===== src/rtl/cda_pkg.sv =====
package cda_pkg;

    localparam logic [13:0] MAX_YEAR   = 14'd9999;
    localparam logic [13:0] RST_YEAR   = 14'd2001;
    localparam logic [3:0]  RST_MONTH  = 4'd1;
    localparam logic [4:0]  RST_DAY    = 5'd1;

    // floor(y / 100) = (y * 5243) >> 19 for y < 16384
    localparam logic [12:0] DIV100_MUL = 13'd5243;
    localparam int          DIV100_SHR = 19;
    // floor(x / 12) = (x * 21846) >> 18 for x < 32768
    localparam logic [14:0] DIV12_MUL  = 15'd21846;
    localparam int          DIV12_SHR  = 18;

    typedef enum logic [1:0] {
        MODE_LOAD   = 2'd0,
        MODE_DAYS   = 2'd1,
        MODE_MONTHS = 2'd2,
        MODE_YEARS  = 2'd3
    } t_mode;

    typedef enum logic [2:0] {
        ST_IDLE,
        ST_LEAP,
        ST_EXEC,
        ST_MON_Q,
        ST_MON_R,
        ST_DONE
    } t_state;

    typedef enum logic [1:0] {
        LP_IDLE,
        LP_MUL,
        LP_CHK,
        LP_DONE
    } t_leap_st;

    typedef struct packed {
        logic done;
        logic leap;
    } t_leap_res;

    function automatic logic [4:0] month_len(input logic [3:0] m, input logic leap);
        logic [4:0] len;
        case (m)
            4'd2:    len = leap ? 5'd29 : 5'd28;
            4'd4:    len = 5'd30;
            4'd6:    len = 5'd30;
            4'd9:    len = 5'd30;
            4'd11:   len = 5'd30;
            default: len = 5'd31;
        endcase
        return len;
    endfunction

endpackage


===== src/rtl/calendar_date_arithmetic.sv =====
// channel  | dir | handshake                  | payload
// s_axis   | in  | tvalid / tready            | tuser: mode; tdata: year, month, day, count
// m_axis   | out | tvalid / tready            | tuser: error; tdata: year, month, day
//
// one transfer in, one transfer out; not ready from acceptance until the result is handed
// to the output register. load and add years run the leap check, then the exec state; add
// months takes a quotient step, then a remainder step; a count or year rejected on entry goes
// straight to done; add days runs the day-step loop and reruns the shared leap unit
// (multiply by reciprocal, then remainder check) at every year boundary crossed.
// synchronous active-low reset restores 2001-01-01. a stalled output holds; the block
// starts the next item while the last result waits and stalls only to hand over its own.
module calendar_date_arithmetic (
    input  logic        i_clk,
    input  logic        i_rst_n,
    input  logic        i_s_axis_tvalid,
    output logic        o_s_axis_tready,
    input  logic [39:0] i_s_axis_tdata,   // load_year, load_month, load_day, count, zeros
    input  logic [1:0]  i_s_axis_tuser,   // mode
    output logic        o_m_axis_tvalid,
    input  logic        i_m_axis_tready,
    output logic [23:0] o_m_axis_tdata,   // cur_year, cur_month, cur_day, zero
    output logic        o_m_axis_tuser    // error
);

    cda_pkg::t_state    r_state, n_state;
    cda_pkg::t_leap_res w_leap_res;

    logic [13:0] r_year;
    logic [3:0]  r_month;
    logic [4:0]  r_day;

    cda_pkg::t_mode r_mode;
    logic [14:0] r_cnt;
    logic        r_err;
    logic [13:0] r_wy;
    logic [3:0]  r_wm;
    logic [4:0]  r_wd;
    logic [11:0] r_q12;

    logic        r_ovalid;
    logic [13:0] r_oyear;
    logic [3:0]  r_omonth;
    logic [4:0]  r_oday;
    logic        r_oerr;

    cda_pkg::t_mode w_in_mode;
    logic [13:0] w_in_year;
    logic [3:0]  w_in_month;
    logic [4:0]  w_in_day;
    logic [14:0] w_in_cnt;
    logic signed [15:0] w_ny;
    logic        w_accept;
    logic        w_early_err;
    logic        w_out_free;

    logic [4:0]  w_len;
    logic [5:0]  w_d1;
    logic        w_over;
    logic        w_step;
    logic        w_roll_year;
    logic [14:0] w_mx;
    logic [29:0] w_mprod;
    logic [14:0] w_mrem;

    logic        w_leap_start;
    logic [13:0] w_leap_year;

    assign w_in_mode  = cda_pkg::t_mode'(i_s_axis_tuser);
    assign w_in_year  = i_s_axis_tdata[13:0];
    assign w_in_month = i_s_axis_tdata[17:14];
    assign w_in_day   = i_s_axis_tdata[22:18];
    assign w_in_cnt   = i_s_axis_tdata[37:23];

    assign w_ny = $signed({2'b00, r_year}) + $signed({w_in_cnt[14], w_in_cnt});

    always_comb begin
        case (w_in_mode)
            cda_pkg::MODE_LOAD:   w_early_err = (w_in_year > cda_pkg::MAX_YEAR);
            cda_pkg::MODE_DAYS:   w_early_err = w_in_cnt[14];
            cda_pkg::MODE_MONTHS: w_early_err = w_in_cnt[14];
            cda_pkg::MODE_YEARS:  w_early_err = w_ny[15] ||
                                                (w_ny[14:0] > 15'(cda_pkg::MAX_YEAR));
            default:              w_early_err = 1'b1;
        endcase
    end

    assign w_accept   = i_s_axis_tvalid && o_s_axis_tready;
    assign w_out_free = !r_ovalid || i_m_axis_tready;

    assign w_len       = cda_pkg::month_len(r_wm, w_leap_res.leap);
    assign w_d1        = {1'b0, r_wd} + 6'd1;
    assign w_over      = w_d1 > {1'b0, w_len};
    assign w_step      = (r_mode == cda_pkg::MODE_DAYS) && (r_cnt != 15'd0);
    assign w_roll_year = w_step && w_over && (r_wm >= 4'd12);

    assign w_mx    = 15'(r_wm) - 15'd1 + r_cnt;
    assign w_mprod = 30'(w_mx) * 30'(cda_pkg::DIV12_MUL);
    assign w_mrem  = w_mx - 15'(r_q12) * 15'd12;

    cda_leap u_leap (
        .i_clk   (i_clk),
        .i_rst_n (i_rst_n),
        .i_start (w_leap_start),
        .i_year  (w_leap_year),
        .o_res   (w_leap_res)
    );

    // next state
    always_comb begin
        n_state = r_state;
        case (r_state)
            cda_pkg::ST_IDLE: begin
                if (w_accept) begin
                    if (w_early_err) begin
                        n_state = cda_pkg::ST_DONE;
                    end else if (w_in_mode == cda_pkg::MODE_MONTHS) begin
                        n_state = cda_pkg::ST_MON_Q;
                    end else begin
                        n_state = cda_pkg::ST_LEAP;
                    end
                end
            end
            cda_pkg::ST_LEAP: begin
                if (w_leap_res.done) n_state = cda_pkg::ST_EXEC;
            end
            cda_pkg::ST_EXEC: begin
                if (!w_step) begin
                    n_state = cda_pkg::ST_DONE;
                end else if (w_roll_year) begin
                    n_state = (r_wy == cda_pkg::MAX_YEAR) ? cda_pkg::ST_DONE
                                                          : cda_pkg::ST_LEAP;
                end
            end
            cda_pkg::ST_MON_Q: n_state = cda_pkg::ST_MON_R;
            cda_pkg::ST_MON_R: n_state = cda_pkg::ST_DONE;
            cda_pkg::ST_DONE: begin
                if (w_out_free) n_state = cda_pkg::ST_IDLE;
            end
            default: n_state = cda_pkg::ST_IDLE;
        endcase
    end

    // control outputs
    always_comb begin
        o_s_axis_tready = i_rst_n && (r_state == cda_pkg::ST_IDLE);
        w_leap_start    = 1'b0;
        w_leap_year     = r_wy + 14'd1;
        case (r_state)
            cda_pkg::ST_IDLE: begin
                w_leap_start = w_accept && !w_early_err &&
                               (w_in_mode != cda_pkg::MODE_MONTHS);
                case (w_in_mode)
                    cda_pkg::MODE_LOAD:  w_leap_year = w_in_year;
                    cda_pkg::MODE_YEARS: w_leap_year = w_ny[13:0];
                    default:             w_leap_year = r_year;
                endcase
            end
            cda_pkg::ST_EXEC: begin
                w_leap_start = w_roll_year && (r_wy != cda_pkg::MAX_YEAR);
            end
            default: begin
                w_leap_start = 1'b0;
            end
        endcase
    end

    always_ff @(posedge i_clk) begin
        if (!i_rst_n) begin
            r_state  <= cda_pkg::ST_IDLE;
            r_ovalid <= 1'b0;
            r_year   <= cda_pkg::RST_YEAR;
            r_month  <= cda_pkg::RST_MONTH;
            r_day    <= cda_pkg::RST_DAY;
        end else begin
            r_state <= n_state;
            if (r_state == cda_pkg::ST_DONE && w_out_free) begin
                r_ovalid <= 1'b1;
                if (!r_err) begin
                    r_year  <= r_wy;
                    r_month <= r_wm;
                    r_day   <= r_wd;
                end
            end else if (i_m_axis_tready) begin
                r_ovalid <= 1'b0;
            end
        end
    end

    always_ff @(posedge i_clk) begin
        case (r_state)
            cda_pkg::ST_IDLE: begin
                if (w_accept) begin
                    r_mode <= w_in_mode;
                    r_cnt  <= w_in_cnt;
                    r_err  <= w_early_err;
                    case (w_in_mode)
                        cda_pkg::MODE_LOAD: begin
                            r_wy <= w_in_year;
                            r_wm <= w_in_month;
                            r_wd <= w_in_day;
                        end
                        cda_pkg::MODE_YEARS: begin
                            r_wy <= w_ny[13:0];
                            r_wm <= r_month;
                            r_wd <= r_day;
                        end
                        default: begin
                            r_wy <= r_year;
                            r_wm <= r_month;
                            r_wd <= r_day;
                        end
                    endcase
                end
            end
            cda_pkg::ST_EXEC: begin
                case (r_mode)
                    cda_pkg::MODE_LOAD: begin
                        if (r_wm < 4'd1 || r_wm > 4'd12 || r_wd == 5'd0 || r_wd > w_len)
                            r_err <= 1'b1;
                    end
                    cda_pkg::MODE_DAYS: begin
                        if (w_step) begin
                            r_cnt <= r_cnt - 15'd1;
                            if (w_over) begin
                                r_wd <= 5'd1;
                                if (r_wm >= 4'd12) begin
                                    r_wm <= 4'd1;
                                    if (r_wy == cda_pkg::MAX_YEAR) r_err <= 1'b1;
                                    else r_wy <= r_wy + 14'd1;
                                end else begin
                                    r_wm <= r_wm + 4'd1;
                                end
                            end else begin
                                r_wd <= w_d1[4:0];
                            end
                        end
                    end
                    cda_pkg::MODE_YEARS: begin
                        if (r_wm == 4'd2 && r_wd == 5'd29 && !w_leap_res.leap) begin
                            r_wm <= 4'd3;
                            r_wd <= 5'd1;
                        end
                    end
                    default: begin
                        r_err <= r_err;
                    end
                endcase
            end
            cda_pkg::ST_MON_Q: begin
                r_q12 <= w_mprod[cda_pkg::DIV12_SHR +: 12];
            end
            cda_pkg::ST_MON_R: begin
                r_wm <= w_mrem[3:0] + 4'd1;
            end
            cda_pkg::ST_DONE: begin
                if (w_out_free) begin
                    r_oerr <= r_err;
                    if (r_err) begin
                        r_oyear  <= r_year;
                        r_omonth <= r_month;
                        r_oday   <= r_day;
                    end else begin
                        r_oyear  <= r_wy;
                        r_omonth <= r_wm;
                        r_oday   <= r_wd;
                    end
                end
            end
            default: begin
                r_err <= r_err;
            end
        endcase
    end

    assign o_m_axis_tvalid = r_ovalid;
    assign o_m_axis_tdata  = {1'b0, r_oday, r_omonth, r_oyear};
    assign o_m_axis_tuser  = r_oerr;

endmodule


===== src/rtl/cda_leap.sv =====
module cda_leap (
    input  logic                i_clk,
    input  logic                i_rst_n,
    input  logic                i_start,
    input  logic [13:0]         i_year,
    output cda_pkg::t_leap_res  o_res
);

    cda_pkg::t_leap_st r_st, n_st;
    logic [13:0] r_year;
    logic [7:0]  r_q;
    logic        r_leap;
    logic [26:0] w_prod;
    logic [13:0] w_rem;
    logic        w_leap;

    assign w_prod = 27'(r_year) * 27'(cda_pkg::DIV100_MUL);
    assign w_rem  = r_year - 14'(r_q) * 14'd100;
    assign w_leap = (r_year[1:0] == 2'd0) && ((w_rem != 14'd0) || (r_q[1:0] == 2'd0));

    always_comb begin
        n_st = r_st;
        case (r_st)
            cda_pkg::LP_IDLE: begin
                if (i_start) n_st = cda_pkg::LP_MUL;
            end
            cda_pkg::LP_MUL:  n_st = cda_pkg::LP_CHK;
            cda_pkg::LP_CHK:  n_st = cda_pkg::LP_DONE;
            cda_pkg::LP_DONE: n_st = cda_pkg::LP_IDLE;
            default:          n_st = cda_pkg::LP_IDLE;
        endcase
    end

    always_comb begin
        o_res.done = (r_st == cda_pkg::LP_DONE);
        o_res.leap = r_leap;
    end

    always_ff @(posedge i_clk) begin
        if (!i_rst_n) begin
            r_st <= cda_pkg::LP_IDLE;
        end else begin
            r_st <= n_st;
        end
    end

    always_ff @(posedge i_clk) begin
        if (i_start) r_year <= i_year;
        if (r_st == cda_pkg::LP_MUL) r_q <= w_prod[cda_pkg::DIV100_SHR +: 8];
        if (r_st == cda_pkg::LP_CHK) r_leap <= w_leap;
    end

endmodule

===== config.mk =====
export PLATFORM = sky130hd
export DESIGN_NAME = calendar_date_arithmetic
export DESIGN_NICKNAME = d
export VERILOG_FILES = /design/src/rtl/cda_pkg.sv /design/src/rtl/calendar_date_arithmetic.sv /design/src/rtl/cda_leap.sv
export SDC_FILE = /design/constraint.sdc
export NUM_CORES = 1
export LEC_CHECK = 0
export ABC_AREA = 1
export BUFFER_PORTS_ARGS = -buffer_cell sky130_fd_sc_hd__buf_2
export CAP_MARGIN = 20
export CELL_PAD_IN_SITES_DETAIL_PLACEMENT = 0
export CELL_PAD_IN_SITES_GLOBAL_PLACEMENT = 2
export CORE_MARGIN = 5
export CORE_UTILIZATION = 39
export DETAILED_ROUTE_END_ITERATION = 6
export PLACE_DENSITY_LB_ADDON = 0.1
export SLEW_MARGIN = 5
export SYNTH_ARGS = -nofsm -noshare
export SYNTH_HDL_FRONTEND = slang
export SYNTH_SLANG_ARGS = --single-unit

===== constraint.sdc =====
create_clock -name i_clk -period 7.9 [get_ports i_clk]
set_input_delay 1.58 -clock i_clk [delete_from_list [all_inputs] [get_ports i_clk]]
set_output_delay 1.58 -clock i_clk [all_outputs]
set_load 0.01 [all_outputs]

==> impl_metrics.json, run 1 <==
{
  "dpl.hpwl_mm": 32.5,
  "synth_top_family_by_area": "adder cells",
  "nFillCells": 3776,
  "hold_end": "r_month[1]",
  "synthArstFlopShare": 0,
  "pin_count": 73,
  "firstDrtPassIters": 5,
  "cts_resized": 0,
  "core_area_mm2": 0.0374,
  "post-place-cells": 2306,
  "clock_tree.buffer_depth": 2,
  "synth_compound_area_frac": 0.105,
  "synth-seq-cells": 119,
  "cp_common_cell": "inv_1",
  "gp_congestion": 0.803,
  "crit_family": "adder cells",
  "port_buffers": 69,
  "holdPathStages": 2,
  "synth_cell_types": 53,
  "viasPerCell": 4.85,
  "status": "finished, final reports clean",
  "rows": 71,
  "finalNetCount": 2216,
  "tritoncts": "done",
  "fin_crit_sh": 0.917,
  "fin_crit_ns": 7.25,
  "reg2reg_from": "r_wm[0]",
  "clkLatencyLatePin_ns": 0.43,
  "syn_to_final_growth_pct": 10.3,
  "cp-start-kind": "register",
  "initial_utilization": 0.392,
  "diodes": 0,
  "root_buffer": "clkbuf_16",
  "grt_overflow": 0,
  "maxClockFrequency_ghz": 0.138,
  "hold_path.startpoint": "r_month[1]",
  "cp_data_arrival_time_ns": 7.41,
  "drive_gt1_frac": 0.0887,
  "htree_num_levels": 4,
  "path_max_fanout": 10,
  "finalMaxSlewViolations": 0,
  "grt_usage": 0.186,
  "finalHoldViolCount": 0,
  "slowest_stage": "fa_1",
  "stdcell_count": 2338,
  "slew_headroom": 0.446,
  "syn_area_mm2": 0.0147,
  "crit_path_max_incr_delay_ns": 0.53,
  "yosys.area_share.simple": 0.154,
  "postCtsHoldBufs": 0,
  "die_x_um": 204,
  "synth_edf_count": 90,
  "postCtsSetupBuffers": 0,
  "hp-class": "reg2reg",
  "r2r_end": "r_q12[0]",
  "yosysWarnings": 0,
  "grt_pass1_wl_mm": 61.1,
  "num_vias": 11300,
  "tightest_slew_ns": 0.826,
  "ys.flop_type": "edfxtp_1",
  "grt_pass1_vias": 11300,
  "cp_num_buf_inv": 8,
  "ant_nets": 0,
  "avgSynthCellArea_um2": 8.39,
  "synth.area.mux_share": 0,
  "synthXorXnorAreaFrac": 0.0490,
  "worstSetupPathType": "reg2reg",
  "reg2reg_depth": 33,
  "synth_cells": 1748,
  "drc": 0,
  "clock_sinks": 119,
  "yosys.area_share.adder": 0.363,
  "wl_per_cell_um": 16.2,
  "rsz0062_at_grt": "false",
  "synth_fp_nets": 2150,
  "ys_seq_area_frac": 0.224,
  "wl_mm": 38.0,
  "fp.dieH_um": 204,
  "setup_tns_ns": 0,
  "cap_viol_max_count": 0,
  "grt_max_degree": 47,
  "cts_buffers": 17,
  "path_clk_slew_ns": 0.07,
  "r2r_slack_ns": 0.65,
  "end_kind": "register",
  "finalClockSkew_ns": 0.0169,
  "antenna_found_initial": 0,
  "drtIter0Drc": 548,
  "setup_viol": 0,
  "fp.dieArea_mm2": 0.0416,
  "cp.required_ns": 8.07
}
## routing by layer
metal	vias up	share of wire	track usage
li1	5811	-	-
met1	5386	0.47	0.253
met2	116	0.50	0.327
met3	15	0.018	0.0176
met4	0	0.0075	0.0335
met5	-	0	0
## state kept, by name, summed over array words and instances, names as in the netlist, 3 cells and up
register / flops
u_leap.r_year: 14
r_month: 4
r_day: 5
r_wy: 14
r_cnt: 15
r_wm: 4
r_omonth: 4
r_state: 3
r_oday: 5
r_wd: 5
r_oyear: 14
r_year: 14
u_leap.r_q: 8
## placed cells by master (no fill, tap or decap), types with 3 or more instances in the layout
| cell | n |
|---|---|
| a211oi_1 | 3 |
| a21o_1 | 3 |
| a21oi_1 | 88 |
| a21oi_2 | 6 |
| a221o_1 | 6 |
| a31oi_1 | 7 |
| a32o_1 | 3 |
| buf_2 | 69 |
| buf_4 | 7 |
| clkbuf_16 | 17 |
| clkinvlp_4 | 3 |
| dfxtp_1 | 29 |
| edfxtp_1 | 90 |
| fa_1 | 115 |
| ha_1 | 241 |
| inv_1 | 372 |
| inv_2 | 6 |
| inv_6 | 6 |
| inv_8 | 4 |
| nand2_1 | 289 |
| nand2_2 | 12 |
| nand3_1 | 60 |
| nand3_2 | 7 |
| nand3b_1 | 3 |
| nand4_1 | 23 |
| nor2_1 | 75 |
| nor2_2 | 11 |
| nor3_1 | 19 |
| nor4_1 | 5 |
| o211ai_1 | 9 |
| o21ai_0 | 108 |
| o21ai_1 | 7 |
| o21bai_1 | 9 |
| o31ai_1 | 3 |
| xnor2_1 | 29 |
| xor2_1 | 53 |
## per-stage QoR
stage	cell area (um^2)	util	setup slack [ns]	hold slack, ns
final	16200	0.433	0.652	0.467
after global routing	16200	0.433	0.0817	0.492
after CTS	16200	0.433	0.583	0.469
after detailed placement	15600	0.417	0.632	0.459
after global placement	15600	0.417	0.657	0.450
after floorplan	14700	-	1.45	0.424
## synthesized netlist by cell type, types with 6 or more instances
library cell	n	share of area
a21oi_1	88	0.030
a21oi_2	6	0.0036
a221o_1	6	0.0041
a31oi_1	7	0.0030
clkbuf_1	21	0.0054
dfxtp_1	29	0.040
edfxtp_1	90	0.18
fa_1	115	0.16
ha_1	241	0.21
inv_1	372	0.095
inv_2	6	0.0015
nand2_1	289	0.074
nand2_2	12	0.0051
nand3_1	60	0.020
nand3_2	7	0.0048
nand4_1	23	0.0098
nor2_1	77	0.020
nor2_2	10	0.0043
nor3_1	19	0.0065
nor4_1	6	0.0026
o211ai_1	9	0.0046
o21ai_0	108	0.037
o21ai_1	7	0.0024
o21bai_1	9	0.0046
xnor2_1	29	0.017
xor2_1	53	0.032
## worst max-delay path by stage
stage,start,end,slack [ns],depth (start not counted)
2_1_floorplan,r_wm[0],r_q12[0],1.45,31
3_3_place_gp,r_wm[0],r_q12[0],0.66,30
3_5_place_dp,r_wm[0],r_q12[0],0.63,33
4_1_cts,r_wm[0],r_q12[0],0.58,33
5_1_grt,r_wm[0],r_q12[0],0.08,33
6_report,r_wm[0],r_q12[0],0.65,33
## layout make-up
type                    count  area, um^2  area share
clock buffers              17         425      0.0263
clock inverters            15         153     0.00943
inverters                 380        1430      0.0882
multi-input cells        1220        9850       0.609
flip-flops and latches    119        3280       0.203
well taps                 511         639      0.0395
repair buffers             76         398      0.0246
## kinds of logic after synthesis
group                    count (synthesis)
AO/OA/AOI/OAI                          268
other                                    1
AND/OR/NAND/NOR                        513
flip-flops                             119
XOR/XNOR                                82
buffers and inverters                  409
adder cells (fa/ha/maj)                356
## worst register-to-register path, delay by kind of cell, from the launching register on
family	cells	cell delay, ns
buffers and inverters	8	0.95
AO/OA/AOI/OAI	7	1.33
flip-flops	1	0.44
XOR/XNOR	2	0.52
AND/OR/NAND/NOR	8	0.57
adder cells (fa/ha/maj)	8	3.17
Power of run 1 is not shown: default switching activity piles up to over one toggle a cycle in this logic, so the estimate is an artifact.
==> run 2: changes to the inputs <==
--- a/config.mk
+++ b/config.mk
@@ -6,13 +6,14 @@
 export NUM_CORES = 1
 export LEC_CHECK = 0
 export ABC_AREA = 1
-export BUFFER_PORTS_ARGS = -buffer_cell sky130_fd_sc_hd__buf_2
 export CAP_MARGIN = 20
 export CELL_PAD_IN_SITES_DETAIL_PLACEMENT = 0
 export CELL_PAD_IN_SITES_GLOBAL_PLACEMENT = 2
 export CORE_MARGIN = 5
-export CORE_UTILIZATION = 39
+export CORE_UTILIZATION = 41
+export CTS_CLUSTER_DIAMETER = 100
 export DETAILED_ROUTE_END_ITERATION = 6
+export DONT_BUFFER_PORTS = 1
 export PLACE_DENSITY_LB_ADDON = 0.1
 export SLEW_MARGIN = 5
 export SYNTH_ARGS = -nofsm -noshare
==> run 2 against run 1 <==
Compared with the run above:
- register-to-register slack got worse by 0.02 ns
- hold slack worse by 0.0060 ns
- via count fell by 2.3%
- global-route usage grew 1.4 points
- final cell count shrank 5.1%
- final area down 2.7%
- clock-buffer cell count unchanged
==> impl_metrics.json, run 2 (synthesized netlist as in run 1, its figures left out) <==
{
  "pin_count": 73,
  "clkLatencyLatePin_ns": 0.42,
  "layout_common_cells": "inv_1, nand2_1, ha_1",
  "diodes": 0,
  "root_buffer": "clkbuf_16",
  "drc": 0,
  "clock_sinks": 119,
  "nFillCells": 3612,
  "syn_to_final_growth_pct": 7.32,
  "antenna_found_initial": 2,
  "path_clk_slew_ns": 0.06,
  "tritoncts": "done",
  "reg2reg_from": "r_wm[0]",
  "end_kind": "register",
  "cp_common_cell": "inv_1",
  "fin_crit_ns": 7.26,
  "firstDrtPassIters": 5,
  "postCtsHoldBufs": 0,
  "grt_overflow": 0,
  "setup_tns_ns": 0,
  "gp_congestion": 0.849,
  "crit_path_max_incr_delay_ns": 0.54,
  "cp.required_ns": 8.06,
  "ant_nets": 0,
  "dpl.hpwl_mm": 32.8,
  "finalNetCount": 2146,
  "cap_viol_max_count": 0,
  "finalHoldViolCount": 0,
  "grt_max_degree": 47,
  "hp-class": "reg2reg",
  "htree_num_levels": 4,
  "drive_gt1_frac": 0.0524,
  "slew_headroom": 0.363,
  "tightest_slew_ns": 0.955,
  "fin_crit_sh": 0.919,
  "wl_per_cell_um": 17.4,
  "cts_resized": 0,
  "finalMaxSlewViolations": 0,
  "viasPerCell": 4.99,
  "num_vias": 11100,
  "r2r_slack_ns": 0.64,
  "cp_data_arrival_time_ns": 7.43,
  "die_x_um": 199,
  "final_common_cell": "inv_1",
  "postCtsSetupBuffers": 0,
  "setup_viol": 0,
  "cts_buffers": 17,
  "initial_utilization": 0.413,
  "grt_usage": 0.200,
  "clock_tree.buffer_depth": 2,
  "wl_mm": 38.6,
  "endpoint": "r_q12[0]",
  "r2r_end": "r_q12[0]",
  "slowest_stage": "fa_1",
  "rows": 69,
  "max_flop_register": "r_cnt",
  "drtIter0Drc": 512,
  "fp.dieH_um": 199,
  "maxClockFrequency_ghz": 0.138,
  "port_buffers": 0,
  "finalClockSkew_ns": 0.0144,
  "worstSetupPathType": "reg2reg",
  "largest_register_ffs": 15,
  "core_area_mm2": 0.0355,
  "status": "finished, final reports clean",
  "path_max_fanout": 10,
  "holdPathStages": 2,
  "startpoint": "r_wm[0]",
  "grt_pass1_wl_mm": 61.8,
  "cp-start-kind": "register",
  "reg2reg_depth": 33,
  "grt_pass1_vias": 11300,
  "fp.dieArea_mm2": 0.0397,
  "rsz0062_at_grt": "false"
}
==> run 2: changes by cell type in the layout (fill, tap and decap cells not counted), sizes merged <==
cell / before / now
clkinv: 4 / 12
buf: 76 / 6
inv: 388 / 379
clkinvlp: 3 / 4
==> run 2: worst min-delay path by stage <==
| stage | startpoint | to | slack [ns] |
|---|---|---|---|
| floorplan | r_err | o_m_axis_tuser | 0.42 |
| global placement | r_day[2] | r_day[2] | 0.45 |
| detailed placement | r_day[4] | r_day[4] | 0.46 |
| CTS | r_day[4] | r_day[4] | 0.46 |
| global route | r_day[4] | r_day[4] | 0.47 |
| finish | r_day[4] | r_day[4] | 0.46 |
==> run 2: final cells by class <==
cell class                      count  area, um^2  share of cell area
Clock inverter                     15         108             0.00684
Sequential cell                   119        3280               0.209
Clock buffer                       17         425              0.0270
Tap cell                          461         577              0.0366
Inverter                          380        1430              0.0906
Multi-Input combinational cell   1220        9850               0.626
Timing Repair Buffer                6        65.1             0.00413
==> run 2: routing by layer <==
| layer | GRT usage | vias to the layer above | part of all wire |
|---|---|---|---|
| met5 | 0 | - | 0.00070 |
| met4 | 0.0329 | 4 | 0.0085 |
| met3 | 0.0361 | 27 | 0.046 |
| met2 | 0.332 | 136 | 0.47 |
| met1 | 0.281 | 5227 | 0.47 |
| li1 | - | 5671 | - |
==> run 2: critical path: cells and delay by family (launching register included) <==
family / cells / cell delay, ns
buf+inv: 8 / 0.97
compound gates: 7 / 1.26
fa+ha+maj: 8 / 3.19
flops: 1 / 0.43
simple gates: 8 / 0.58
xor+xnor: 2 / 0.58
==> run 2: metrics by stage <==
stage	worst slack (ns)	cells	hold slack, ns	area, um^2	utilization
detailed placement	0.586	2184	0.456	15200	0.428
floorplan	1.45	1748	0.424	14700	-
CTS	0.567	2216	0.465	15700	0.443
global route	0.00373	2218	0.474	15700	0.444
finish	0.636	2218	0.461	15700	0.444
global placement	0.647	2184	0.452	15200	0.428
Power of run 2 is left out for the same reason.
